## src/design/ntg_pkg.sv

```systemverilog
// Shared types, constants and note tables for the note tone generator.
// No dependencies; imported by every module of the block.
package ntg_pkg;

	localparam int NOTE_COUNT = 14;
	localparam int IDX_W      = 4;
	localparam int BEAT_W     = 8;
	localparam int HALF_W     = 11;
	localparam int WAVES_W    = 7;
	localparam int PER_W      = 15;
	localparam int PAUSE_W    = 16;
	localparam logic [PAUSE_W-1:0] PAUSE_RESET = 16'd50000;

	localparam int IN_DATA_W  = 16;
	localparam int OUT_DATA_W = 8;

	localparam int QUEUE_DEPTH = 4;
	localparam int QPTR_W      = $clog2(QUEUE_DEPTH);
	localparam int QCNT_W      = $clog2(QUEUE_DEPTH + 1);

	// Classified word handed from the front to the back.
	typedef struct packed {
		logic              is_cmd;
		logic              tone;
		logic [HALF_W-1:0] half_period;
		logic [PER_W-1:0]  periods;
	} ntg_item_t;

	// Back-end status seen by the top level.
	typedef struct packed {
		logic in_tone;
		logic level;
		logic half_zero;
	} ntg_status_t;

	// Half period in microseconds, C4..B5.
	function automatic logic [HALF_W-1:0] half_us(input logic [IDX_W-1:0] idx);
		logic [HALF_W-1:0] v;
		case (idx)
			4'd0:    v = 11'd1911;
			4'd1:    v = 11'd1703;
			4'd2:    v = 11'd1517;
			4'd3:    v = 11'd1432;
			4'd4:    v = 11'd1276;
			4'd5:    v = 11'd1136;
			4'd6:    v = 11'd1012;
			4'd7:    v = 11'd956;
			4'd8:    v = 11'd851;
			4'd9:    v = 11'd758;
			4'd10:   v = 11'd716;
			4'd11:   v = 11'd638;
			4'd12:   v = 11'd568;
			4'd13:   v = 11'd506;
			default: v = '0;
		endcase
		return v;
	endfunction

	// Full periods in one 100 ms beat, C4..B5.
	function automatic logic [WAVES_W-1:0] waves(input logic [IDX_W-1:0] idx);
		logic [WAVES_W-1:0] v;
		case (idx)
			4'd0:    v = 7'd26;
			4'd1:    v = 7'd29;
			4'd2:    v = 7'd33;
			4'd3:    v = 7'd35;
			4'd4:    v = 7'd39;
			4'd5:    v = 7'd44;
			4'd6:    v = 7'd49;
			4'd7:    v = 7'd52;
			4'd8:    v = 7'd59;
			4'd9:    v = 7'd66;
			4'd10:   v = 7'd70;
			4'd11:   v = 7'd78;
			4'd12:   v = 7'd88;
			4'd13:   v = 7'd99;
			default: v = '0;
		endcase
		return v;
	endfunction

endpackage

```

## src/design/ntg_front.sv

```systemverilog
// Front end: accepts input words, looks up the note tables and works out
// the period count. Depends on ntg_pkg.
module ntg_front (
	input  logic                     clk,
	input  logic                     arst_n,
	input  logic                     in_valid,
	output logic                     in_ready,
	input  logic                     in_mode,
	input  logic [ntg_pkg::IDX_W-1:0]  in_idx,
	input  logic [ntg_pkg::BEAT_W-1:0] in_beats,
	output logic                     push,
	output ntg_pkg::ntg_item_t       push_item,
	input  logic                     q_full
);
	import ntg_pkg::*;

	logic              valid_s1;
	ntg_item_t         item_s1;
	ntg_item_t         item_d;
	logic [PER_W-1:0]  periods_d;
	logic [HALF_W-1:0] half_d;
	logic              idx_ok;
	logic              advance;

	assign idx_ok    = (in_idx < IDX_W'(NOTE_COUNT));
	assign half_d    = half_us(in_idx);
	assign periods_d = PER_W'(waves(in_idx)) * PER_W'(in_beats);

	always_comb begin
		item_d.is_cmd      = in_mode;
		item_d.tone        = in_mode && idx_ok && (periods_d != '0) && (half_d != '0);
		item_d.half_period = half_d;
		item_d.periods     = periods_d;
	end

	assign push     = valid_s1 && !q_full;
	assign advance  = !valid_s1 || !q_full;
	assign in_ready = advance;
	assign push_item = item_s1;

	always_ff @(posedge clk or negedge arst_n) begin
		if (!arst_n) begin
			valid_s1 <= 1'b0;
		end else if (advance) begin
			valid_s1 <= in_valid;
		end
	end

	always_ff @(posedge clk) begin
		if (advance && in_valid) begin
			item_s1 <= item_d;
		end
	end

endmodule

```

## src/design/ntg_queue.sv

```systemverilog
// Short word queue between front and back end.
// Depends on ntg_pkg for the word type and depth.
module ntg_queue (
	input  logic               clk,
	input  logic               arst_n,
	input  logic               push,
	input  ntg_pkg::ntg_item_t push_item,
	output logic               full,
	input  logic               pop,
	output logic               head_valid,
	output ntg_pkg::ntg_item_t head_item
);
	import ntg_pkg::*;

	ntg_item_t         slot_q [QUEUE_DEPTH];
	logic [QPTR_W-1:0] wr_ptr_q;
	logic [QPTR_W-1:0] rd_ptr_q;
	logic [QCNT_W-1:0] count_q;
	logic              do_pop;

	assign full       = (count_q == QCNT_W'(QUEUE_DEPTH));
	assign head_valid = (count_q != '0);
	assign head_item  = slot_q[rd_ptr_q];
	assign do_pop     = pop && head_valid;

	always_ff @(posedge clk or negedge arst_n) begin
		if (!arst_n) begin
			wr_ptr_q <= '0;
			rd_ptr_q <= '0;
			count_q  <= '0;
		end else begin
			if (push) begin
				wr_ptr_q <= wr_ptr_q + QPTR_W'(1);
			end
			if (do_pop) begin
				rd_ptr_q <= rd_ptr_q + QPTR_W'(1);
			end
			if (push && !do_pop) begin
				count_q <= count_q + QCNT_W'(1);
			end else if (!push && do_pop) begin
				count_q <= count_q - QCNT_W'(1);
			end
		end
	end

	always_ff @(posedge clk) begin
		if (push) begin
			slot_q[wr_ptr_q] <= push_item;
		end
	end

endmodule

```

## src/design/ntg_back.sv

```systemverilog
// Back end: tone and pause sequencer, pause register and output word register.
// Depends on ntg_pkg.
module ntg_back (
	input  logic                         clk,
	input  logic                         arst_n,
	input  logic                         head_valid,
	input  ntg_pkg::ntg_item_t           head_item,
	output logic                         pop,
	input  logic                         cfg_we,
	input  logic [ntg_pkg::PAUSE_W-1:0]  cfg_wdata,
	output logic                         out_valid,
	input  logic                         out_ready,
	output logic [ntg_pkg::OUT_DATA_W-1:0] out_data,
	output ntg_pkg::ntg_status_t         status
);
	import ntg_pkg::*;

	localparam logic [1:0] PH_IDLE  = 2'd0;
	localparam logic [1:0] PH_TONE  = 2'd1;
	localparam logic [1:0] PH_PAUSE = 2'd2;

	logic [1:0]         phase_q,  phase_d;
	logic               level_q,  level_d;
	logic [HALF_W-1:0]  half_period_q, half_period_d;
	logic [HALF_W-1:0]  half_count_q,  half_count_d;
	logic [PER_W-1:0]   periods_left_q, periods_left_d;
	logic [PER_W-1:0]   periods_dec;
	logic [PAUSE_W-1:0] pause_count_q, pause_count_d;
	logic [PAUSE_W-1:0] pause_ticks_q;
	logic               taken_d;
	logic               out_valid_q;
	logic [OUT_DATA_W-1:0] out_data_q;

	assign pop         = head_valid && (!out_valid_q || out_ready);
	assign periods_dec = periods_left_q - PER_W'(1);

	always_comb begin
		phase_d        = phase_q;
		level_d        = level_q;
		half_period_d  = half_period_q;
		half_count_d   = half_count_q;
		periods_left_d = periods_left_q;
		pause_count_d  = pause_count_q;
		taken_d        = 1'b0;
		if (head_item.is_cmd) begin
			if (phase_q == PH_IDLE) begin
				taken_d       = 1'b1;
				half_period_d = head_item.half_period;
				if (head_item.tone) begin
					phase_d        = PH_TONE;
					level_d        = 1'b1;
					half_count_d   = head_item.half_period;
					periods_left_d = head_item.periods;
				end else begin
					level_d        = 1'b0;
					half_count_d   = '0;
					periods_left_d = '0;
					phase_d        = (pause_ticks_q == '0) ? PH_IDLE : PH_PAUSE;
					pause_count_d  = pause_ticks_q;
				end
			end
		end else begin
			unique case (phase_q)
				PH_TONE: begin
					if (half_count_q > HALF_W'(1)) begin
						half_count_d = half_count_q - HALF_W'(1);
					end else if (level_q) begin
						level_d      = 1'b0;
						half_count_d = half_period_q;
					end else if (periods_dec == '0) begin
						// last period done: start the pause, or go idle if the pause is zero
						level_d        = 1'b0;
						half_count_d   = '0;
						periods_left_d = '0;
						phase_d        = (pause_ticks_q == '0) ? PH_IDLE : PH_PAUSE;
						pause_count_d  = pause_ticks_q;
					end else begin
						periods_left_d = periods_dec;
						level_d        = 1'b1;
						half_count_d   = half_period_q;
					end
				end
				PH_PAUSE: begin
					if (pause_count_q > PAUSE_W'(1)) begin
						pause_count_d = pause_count_q - PAUSE_W'(1);
					end else begin
						pause_count_d = '0;
						phase_d       = PH_IDLE;
					end
				end
				default: begin
					phase_d = PH_IDLE;
				end
			endcase
		end
	end

	always_ff @(posedge clk or negedge arst_n) begin
		if (!arst_n) begin
			phase_q        <= PH_IDLE;
			level_q        <= 1'b0;
			half_period_q  <= '0;
			half_count_q   <= '0;
			periods_left_q <= '0;
			pause_count_q  <= '0;
			pause_ticks_q  <= PAUSE_RESET;
			out_valid_q    <= 1'b0;
		end else begin
			if (cfg_we) begin
				pause_ticks_q <= cfg_wdata;
			end
			if (pop) begin
				phase_q        <= phase_d;
				level_q        <= level_d;
				half_period_q  <= half_period_d;
				half_count_q   <= half_count_d;
				periods_left_q <= periods_left_d;
				pause_count_q  <= pause_count_d;
				out_valid_q    <= 1'b1;
			end else if (out_ready) begin
				out_valid_q <= 1'b0;
			end
		end
	end

	// hold the result word until taken
	always_ff @(posedge clk) begin
		if (pop) begin
			out_data_q <= {{(OUT_DATA_W-3){1'b0}}, taken_d, (phase_d != PH_IDLE), level_d};
		end
	end

	assign out_valid = out_valid_q;
	assign out_data  = out_data_q;

	assign status.in_tone   = (phase_q == PH_TONE);
	assign status.level     = level_q;
	assign status.half_zero = (half_count_q == '0);

endmodule

```

## src/design/note_tone_generator.sv

```systemverilog
// Note tone generator top level: front end, word queue and tone sequencer.
// Path: front-end register, word queue, back-end output register; stalls can hold a word.
// Throughput: one word per cycle unless the output stalls; the sequencer updates on each pop.
// Reset (arst_n, async, low): sequencer idle, level low, queue empty, pause 50000.
// Depends on ntg_pkg, ntg_front, ntg_queue and ntg_back.
module note_tone_generator (
	input  logic                   clk,
	input  logic                   arst_n,
	input  logic                   s_axis_tvalid,
	output logic                   s_axis_tready,
	input  logic [ntg_pkg::IN_DATA_W-1:0]  s_axis_tdata,  // [3:0] note_index, [11:4] beat_count
	input  logic                   s_axis_tuser,  // [0] mode
	output logic                   m_axis_tvalid,
	input  logic                   m_axis_tready,
	output logic [ntg_pkg::OUT_DATA_W-1:0] m_axis_tdata,  // [0] buzzer_level, [1] busy_res, [2] accepted
	input  logic                   cfg_valid,
	output logic                   cfg_ready,
	input  logic [ntg_pkg::PAUSE_W-1:0]    cfg_data
);
	import ntg_pkg::*;

	logic        push;
	ntg_item_t   push_item;
	logic        q_full;
	logic        pop;
	logic        head_valid;
	ntg_item_t   head_item;
	ntg_status_t status;

	assign cfg_ready = 1'b1;

	ntg_front u_front (
		.clk       (clk),
		.arst_n    (arst_n),
		.in_valid  (s_axis_tvalid),
		.in_ready  (s_axis_tready),
		.in_mode   (s_axis_tuser),
		.in_idx    (s_axis_tdata[IDX_W-1:0]),
		.in_beats  (s_axis_tdata[IDX_W+BEAT_W-1:IDX_W]),
		.push      (push),
		.push_item (push_item),
		.q_full    (q_full)
	);

	ntg_queue u_queue (
		.clk        (clk),
		.arst_n     (arst_n),
		.push       (push),
		.push_item  (push_item),
		.full       (q_full),
		.pop        (pop),
		.head_valid (head_valid),
		.head_item  (head_item)
	);

	ntg_back u_back (
		.clk        (clk),
		.arst_n     (arst_n),
		.head_valid (head_valid),
		.head_item  (head_item),
		.pop        (pop),
		.cfg_we     (cfg_valid && cfg_ready),
		.cfg_wdata  (cfg_data),
		.out_valid  (m_axis_tvalid),
		.out_ready  (m_axis_tready),
		.out_data   (m_axis_tdata),
		.status     (status)
	);

`ifndef SYNTHESIS
	a_level_busy: assert property (@(posedge clk) disable iff (!arst_n)
		m_axis_tvalid && m_axis_tdata[0] |-> m_axis_tdata[1])
		else $error("buzzer high while block reports idle");

	a_level_tone: assert property (@(posedge clk) disable iff (!arst_n)
		status.level |-> status.in_tone)
		else $error("level high outside tone phase");

	a_half_nonzero: assert property (@(posedge clk) disable iff (!arst_n)
		status.in_tone |-> !status.half_zero)
		else $error("half period counter empty during tone");

	a_stall_full: assert property (@(posedge clk) disable iff (!arst_n)
		!s_axis_tready |-> q_full)
		else $error("input stalled while queue has room");
`endif

endmodule
```

## config.mk

```make
export PLATFORM = sky130hd
export DESIGN_NAME = note_tone_generator
export DESIGN_NICKNAME = d
export VERILOG_FILES = /design/src/design/ntg_pkg.sv /design/src/design/ntg_front.sv /design/src/design/ntg_queue.sv /design/src/design/ntg_back.sv /design/src/design/note_tone_generator.sv
export SDC_FILE = /design/constraint.sdc
export NUM_CORES = 1
export LEC_CHECK = 0
export ABC_CLOCK_PERIOD_IN_PS = 3060
export BUFFER_PORTS_ARGS = -buffer_cell sky130_fd_sc_hd__buf_2
export CORE_UTILIZATION = 40
export DETAILED_ROUTE_END_ITERATION = 10
export SLEW_MARGIN = 40
export SYNTH_ARGS = -nofsm -noshare
export SYNTH_HDL_FRONTEND = slang
export SYNTH_SLANG_ARGS = --single-unit
```

## constraint.sdc

```tcl
create_clock -name clk -period 3.06 [get_ports clk]
set_input_delay 0.306 -clock clk [delete_from_list [all_inputs] [get_ports clk]]
set_output_delay 0.306 -clock clk [all_outputs]
set_load 0.01 [all_outputs]
```

==> results of run 1 <==
-- worst max-delay path, cell delays in order --
cell	delay, ps
buf_8	80
clkinvlp_4	150
ha_4	320
nand2_4	60
o21ai_4	100
a21oi_4	90
and2_4	150
fa_1	520
inv_1	50
fa_1	490
inv_2	40
fa_1	520
inv_1	50
fa_1	480
inv_2	50
ha_4	230
buf_6	120
buf_6	100
buf_6	110
xnor2_2	130
nor4_1	350
buf_4	190
nand3_1	90
o31a_1	270
-- area by class of cell --
type | instances | area share [%]
clock inverter | 9 | 0.691
clock buffer | 35 | 4.81
sequential | 224 | 42.6
tap | 390 | 3.29
multi-input combinational | 654 | 38.3
timing repair buffer | 173 | 9.03
inverter | 47 | 1.21
-- cell families (layout without fill, tap and decap cells) --
group | count (synthesis) | after routing
buffers and inverters | 93 | 264
other | 2 | 6
AND/OR/NAND/NOR | 259 | 259
multiplexers | 63 | 63
AO/OA/AOI/OAI | 216 | 216
XOR/XNOR | 25 | 25
flip-flops | 224 | 224
adder cells (fa/ha/maj) | 85 | 85
-- power by group --
part | internal, mW | total, mW | switching, mW
Clock | 1.79 | 2.93 | 1.14
Sequential | 4.37 | 4.93 | 0.557
Combinational | 2.95 | 6.12 | 3.17
Total | 9.11 | 14.0 | 4.87
-- stage by stage --
step | setup TNS, ps | util [%] | hold slack [ps] | setup WS, ps
after detailed placement | -19650 | 45.3 | 324 | -2220
after floorplan | -13850 | - | 10.4 | -1860
after global routing | -14520 | 50.2 | 15.5 | -1970
after global placement | -19290 | 45.3 | 321 | -2160
after CTS | -12540 | 49.7 | 2.69 | -1560
final | -12500 | 50.2 | 27.3 | -1720
-- flip-flops by register name (all words and copies together) (netlist names) --
register	cells
u_back.out_data	3
u_back.periods_left_q	15
u_back.pause_count_q	16
u_back.pause_ticks_q	16
u_queue.slot_q	112
u_queue.rd_ptr_q	2
u_queue.count_q	3
u_back.half_count_q	11
u_front.push_item	28
u_back.level_q	1
u_back.out_valid	1
u_front.valid_s1	1
u_back.phase_q	2
u_queue.wr_ptr_q	2
u_back.half_period_q	11
-- routing by layer --
metal / wire length (um) / up-vias / part of all wire (%)
li1: - / 3889 / -
met1: 11200 / 3904 / 46
met2: 12000 / 131 / 49
met3: 749 / 50 / 3.0
met4: 603 / 0 / 2.5
met5: 0 / - / 0
-- final timing paths --
kind,start,end,depth (start not counted)
setup reg to reg,u_back.periods_left_q[1]$_DFFE_PN0P_,u_back.periods_left_q[2]$_DFFE_PN0P_,10
setup / recovery,s_axis_tdata[1],u_front.push_item[26]$_DFFE_PP_,24
min in group asynchronous,arst_n,u_back.pause_count_q[3]$_DFFE_PN0P_,2
hold / removal,cfg_data[8],u_back.pause_ticks_q[8]$_DFFE_PN1P_,2
max in group asynchronous,arst_n,u_back.half_count_q[6]$_DFFE_PN0P_,3
hold reg to reg,u_front.push_item[0]$_DFFE_PP_,u_queue.slot_q[1][0]$_DFFE_PP_,0
-- cells in the mapped netlist, drive strengths merged, types with 4 or more instances --
master and number:
a22oi 12, o21ai 74, clkbuf 28, a21o 8
a22o 6, nor2 44, mux4 28, nand2b 8
or2 4, dfstp 6, a32oi 4, o21a 6
nor4 18, o22ai 4, a31oi 11, mux2i 5
and2 51, inv 47, xnor2 14, ha 55
a21oi 48, or3 5, o21bai 4, o221ai 10
or4 6, fa 30, nor3 23, nand2 76
dfrtp 75, xor2 11, mux2 30, edfxtp 143
nand3 9, buf 18
-- timing repair --
action,CTS,global route
pin swaps,25,27
hold endpoints to repair,32,0
cloned,0,0
setup endpoints to repair,12,50
hold buffers,2,0
buffers inserted,37,16
gates resized for setup,40,41
==> impl_metrics.csv, run 1 <==
group,metric,value,unit
clock_tree,clk_latency,520,ps
synth,yosysWarnings,0,
global_routing,overflow,0,
routing,ant_nets,0,
routing,post_drt_wl_per_cell,16.0,um
floorplan,std_cell_rows,63,
sta,period_needed,4780,ps
synth,synth-simple-area-share,11.0,%
setup_path,critPathArrivalTime,5040,ps
placement,portBuffers,38,
cells_and_area,mostFrequentLayoutCells,"edfxtp_1 (143), buf_4 (109), nand2_1 (74), dfrtp_1 (74), and2_1 (46)",
synth,synth_flop_cell,"edfxtp_1",
synth,avgSynthCellArea,12.4,um^2
setup_path,worstPathRequired,3320,ps
cells_and_area,final_area,14900,um^2
floorplan,die_y,175,um
synth,synth_top_family_by_area,"compound AO/OA/AOI/OAI gates",
outcome,violations,"design-rule violations, negative setup slack",
placement,dp.cells,1453,
synth,synth-seq-area-share,52.8,%
clock_tree,cts.clk_slew.worst_paths,60,ps
routing,remaining_drc_errors,2,
global_routing,first_global_vias,8295,
hold_path,worstHoldPathType,"primary input to flip-flop",
synth,synth_compound_area_share,11.7,%
floorplan,dieArea,30700,um^2
synth,yosysTopAreaCell,"edfxtp_1",
clock_tree,ctsRootBufferMaster,"clkbuf_16",
setup_path,worstSetupEndpointType,"flip-flop",
global_routing,antenna_found_initial,0,
sta,tightest_slew,590,ps
floorplan,start_util,40.6,%
routing,dr.pass1.iters,8,
synth,synth-xor-area-share,1.83,%
clock_tree,htree_levels,1,
sta,post-route-period-util,156,%
setup_path,r2r_slack,170,ps
power_and_ir_drop,power.leakage,5.90,nW
routing,via_per_inst,5.20,
cells_and_area,finish.net_count,1247,
clock_tree,cts_buffer_depth,3,
setup_path,critPathKind,"primary input to flip-flop",
global_routing,top_usage_layer,"met2",
synth,synth_top_area_share,35.8,%
synth,ys_async_sr_fraction,36.2,%
cells_and_area,drive_gt1_share,30.5,%
global_routing,met2_usage,28.8,%
sta,setup-violations-final,12,
setup_path,path_max_fanout,4,
outcome,status,"finished with violations",
routing,vias,7974,
global_routing,grt_pass1_wl,41.7,mm
sta,skew,11.5,ps
routing,wl,24.6,mm
sta,hold_viol,0,
placement,gp_congestion,0.842,
cells_and_area,regArea,6330,um^2
sta,rsz0062_at_grt,"yes",
placement,dp_hpwl,16.8,mm
clock_tree,clock-sinks,224,
global_routing,use_met3,2.18,%
synth,synth_seq_cells,224,
synth,synth_cells,967,
sta,setup_ws,-1720,ps
placement,dpl_cell_area,13400,um^2
global_routing,grt_usage,16.6,%
cells_and_area,stdcell_count,1532,
power_and_ir_drop,power.total,14.0,mW
floorplan,design.core.area,29600,um^2
cells_and_area,multiInputGateArea,5690,um^2
power_and_ir_drop,peakVddDrop,0.504,mV
routing,drtIter0Drc,416,
synth,yosysUniqueCellTypes,70,
clock_tree,cts_tree,"built",
flow_run,maxCapViolations,0,
power_and_ir_drop,power_density,941,nW/um^2
clock_tree,cts_made_buffers,24,
cells_and_area,layout_commonest_cell,"edfxtp_1",
sta,timing.final.max_slew_violations,0,
floorplan,pin_count,49,
global_routing,grt_max_degree,40,
setup_path,startpoint_type,"primary input",
sta,max_freq,209,MHz
synth,synth_mux_area_share,8.50,%
cells_and_area,fill_cells,2550,
synth,synth_area_leaders,"edfxtp_1 (36%), dfrtp_1 (16%), ha_1 (5.7%), mux4_2 (5.3%), fa_1 (5.0%)",
synth,synth_fa_ha_area_share,10.8,%
cells_and_area,n_antenna_cell,0,
synth,synth_edf_count,143,
sta,slew_headroom,60.6,%
floorplan,fp.dieW,175,um
synth,synthesis.area,12000,um^2
cells_and_area,areaGrowthSynthToFinish,23.9,%
global_routing,gr-usage-met1,21.8,%
Power figures use the tool's default switching activity.
==> run 2: changes to the inputs <==
==> constraint.sdc (replaced) <==
create_clock -name clk -period 3.06 [get_ports clk]
set_input_delay 0.459 -clock clk [delete_from_list [all_inputs] [get_ports clk]]
set_output_delay 0.459 -clock clk [all_outputs]
set_load 0.01 [all_outputs]
==> impl_metrics.csv, run 2 (synthesis results as in run 1) <==
group,metric,value,unit
outcome,status,"finished with violations",
outcome,violations,"design-rule violations, negative setup slack",
setup_path,worstSetupEndpointType,"flip-flop",
setup_path,critPathArrivalTime,5070,ps
sta,setup_ws,-1740,ps
setup_path,worstPathRequired,3330,ps
floorplan,std_cell_rows,63,
global_routing,grt_max_degree,47,
sta,slew_headroom,58.0,%
cells_and_area,n_antenna_cell,0,
hold_path,worstHoldEndpoint,"u_front.valid_s1$_DFFE_PN0N_",
clock_tree,clk_latency,520,ps
hold_path,worstHoldPathType,"primary input to flip-flop",
routing,dr.pass1.iters,7,
cells_and_area,areaGrowthSynthToFinish,21.8,%
clock_tree,cts_made_buffers,24,
routing,remaining_drc_errors,2,
global_routing,antenna_found_initial,0,
clock_tree,cts_tree,"built",
cells_and_area,fill_cells,2615,
floorplan,pin_count,49,
global_routing,first_global_vias,7872,
sta,max_freq,208,MHz
power_and_ir_drop,peakVddDrop,0.406,mV
global_routing,overflow,0,
setup_path,rr_startpoint,"u_back.periods_left_q[1]$_DFFE_PN0P_",
cells_and_area,regArea,6330,um^2
hold_path,hp-start,"s_axis_tvalid",
placement,gp_congestion,0.855,
setup_path,startpoint_type,"primary input",
routing,wl,24.0,mm
floorplan,design.core.area,29600,um^2
cells_and_area,drive_gt1_share,29.9,%
cells_and_area,largest_reg_flops,112,
global_routing,grt_pass1_wl,39.9,mm
setup_path,path_max_fanout,4,
clock_tree,htree_levels,1,
power_and_ir_drop,power.leakage,5.75,nW
sta,setup-violations-final,12,
sta,rsz0062_at_grt,"yes",
sta,skew,11.3,ps
floorplan,dieArea,30700,um^2
power_and_ir_drop,power_density,942,nW/um^2
routing,ant_nets,0,
routing,via_per_inst,5.25,
cells_and_area,layout_commonest_cell,"edfxtp_1",
sta,hold_viol,0,
setup_path,r2r_cells,10,
global_routing,grt_usage,15.8,%
routing,vias,7942,
sta,tightest_slew,630,ps
floorplan,die_y,175,um
setup_path,critPathKind,"primary input to flip-flop",
cells_and_area,finish.net_count,1228,
cells_and_area,mostFrequentLayoutCells,"edfxtp_1 (143), buf_4 (108), nand2_1 (74), dfrtp_1 (74), and2_1 (44)",
setup_path,r2r_slack,160,ps
routing,drtIter0Drc,408,
clock_tree,clock-sinks,224,
clock_tree,ctsRootBufferMaster,"clkbuf_16",
clock_tree,cts.clk_slew.worst_paths,60,ps
cells_and_area,final_util,49.4,%
placement,portBuffers,38,
placement,dpl_cell_area,13400,um^2
routing,post_drt_wl_per_cell,15.8,um
power_and_ir_drop,power.total,13.8,mW
floorplan,fp.dieW,175,um
hold_path,holdPathStages,2,
placement,dp_hpwl,16.5,mm
clock_tree,cts_buffer_depth,3,
sta,period_needed,4800,ps
cells_and_area,largest_register,"u_queue.slot_q",
flow_run,maxCapViolations,0,
floorplan,start_util,40.6,%
setup_path,r2r_end,"u_back.phase_q[1]$_DFFE_PN0P_",
sta,timing.final.max_slew_violations,0,
cells_and_area,final_area,14600,um^2
cells_and_area,multiInputGateArea,5730,um^2
sta,post-route-period-util,157,%
==> run 2: worst max-delay path by stage <==
stage / start / endpoint / slack [ps] / depth (start not counted)
3_5_place_dp: s_axis_tdata[1] / u_front.push_item[26]$_DFFE_PP_ / -2350 / 21
4_1_cts: s_axis_tdata[1] / u_front.push_item[26]$_DFFE_PP_ / -1720 / 24
3_3_place_gp: s_axis_tdata[1] / u_front.push_item[26]$_DFFE_PP_ / -2310 / 21
5_1_grt: s_axis_tdata[1] / u_front.push_item[26]$_DFFE_PP_ / -1980 / 25
6_report: s_axis_tdata[1] / u_front.push_item[26]$_DFFE_PP_ / -1740 / 24
2_1_floorplan: s_axis_tdata[1] / u_front.push_item[26]$_DFFE_PP_ / -2010 / 22
==> run 2: area by class of cell <==
cell class / count / area share, %
sequential: 224 / 43.3
inverter: 47 / 1.23
clock buffer: 31 / 4.36
timing repair buffer: 154 / 7.59
clock inverter: 12 / 0.900
multi-input combinational: 654 / 39.2
tap: 390 / 3.34
==> run 2: where the power goes <==
group | internal [mW] | switching (mW)
registers | 4.37 | 0.561
clock network | 1.65 | 1.17
logic | 2.88 | 3.13
==> run 2: critical path: stages <==
cell        delay, ps
buf_8              80
clkinvlp_4        140
ha_4              310
nand2_4            50
o21ai_4            80
mux2i_2           120
and2_1            190
fa_1              470
inv_1              50
fa_1              490
inv_2              40
fa_1              520
inv_1              50
fa_1              500
inv_2              50
ha_4              280
o21a_1            120
o21ai_2            60
o31ai_2           310
buf_4             180
nor3_4             30
a21oi_2           100
xor2_1             90
o31a_1            280
==> run 2: per-layer routing <==
metal  track usage [%]  part of all wire, %  vias up
met4              3.37                  1.3        0
met2              27.0                   49      144
met5                 0                    0        -
li1                  -                    -     3857
met3              2.02                  3.6       29
met1              21.6                   46     3912
==> run 2: metrics by stage <==
step	hold slack [ps]	worst slack (ps)	cells	TNS, ps
2_1_floorplan	163	-2010	971	-15710
3_3_place_gp	470	-2310	1454	-21160
3_5_place_dp	481	-2350	1454	-21500
4_1_cts	125	-1720	1506	-13580
5_1_grt	148	-1980	1512	-16390
6_report	144	-1740	1512	-14160
==> run 2: repair_timing <==
item,4_1_cts,5_1_grt
resized for setup,39,29
setup endpoints to repair,13,45
buffers inserted,11,8
hold buffers,1,0
pin swaps,33,31
hold endpoints to repair,41,0
gates cloned,0,1
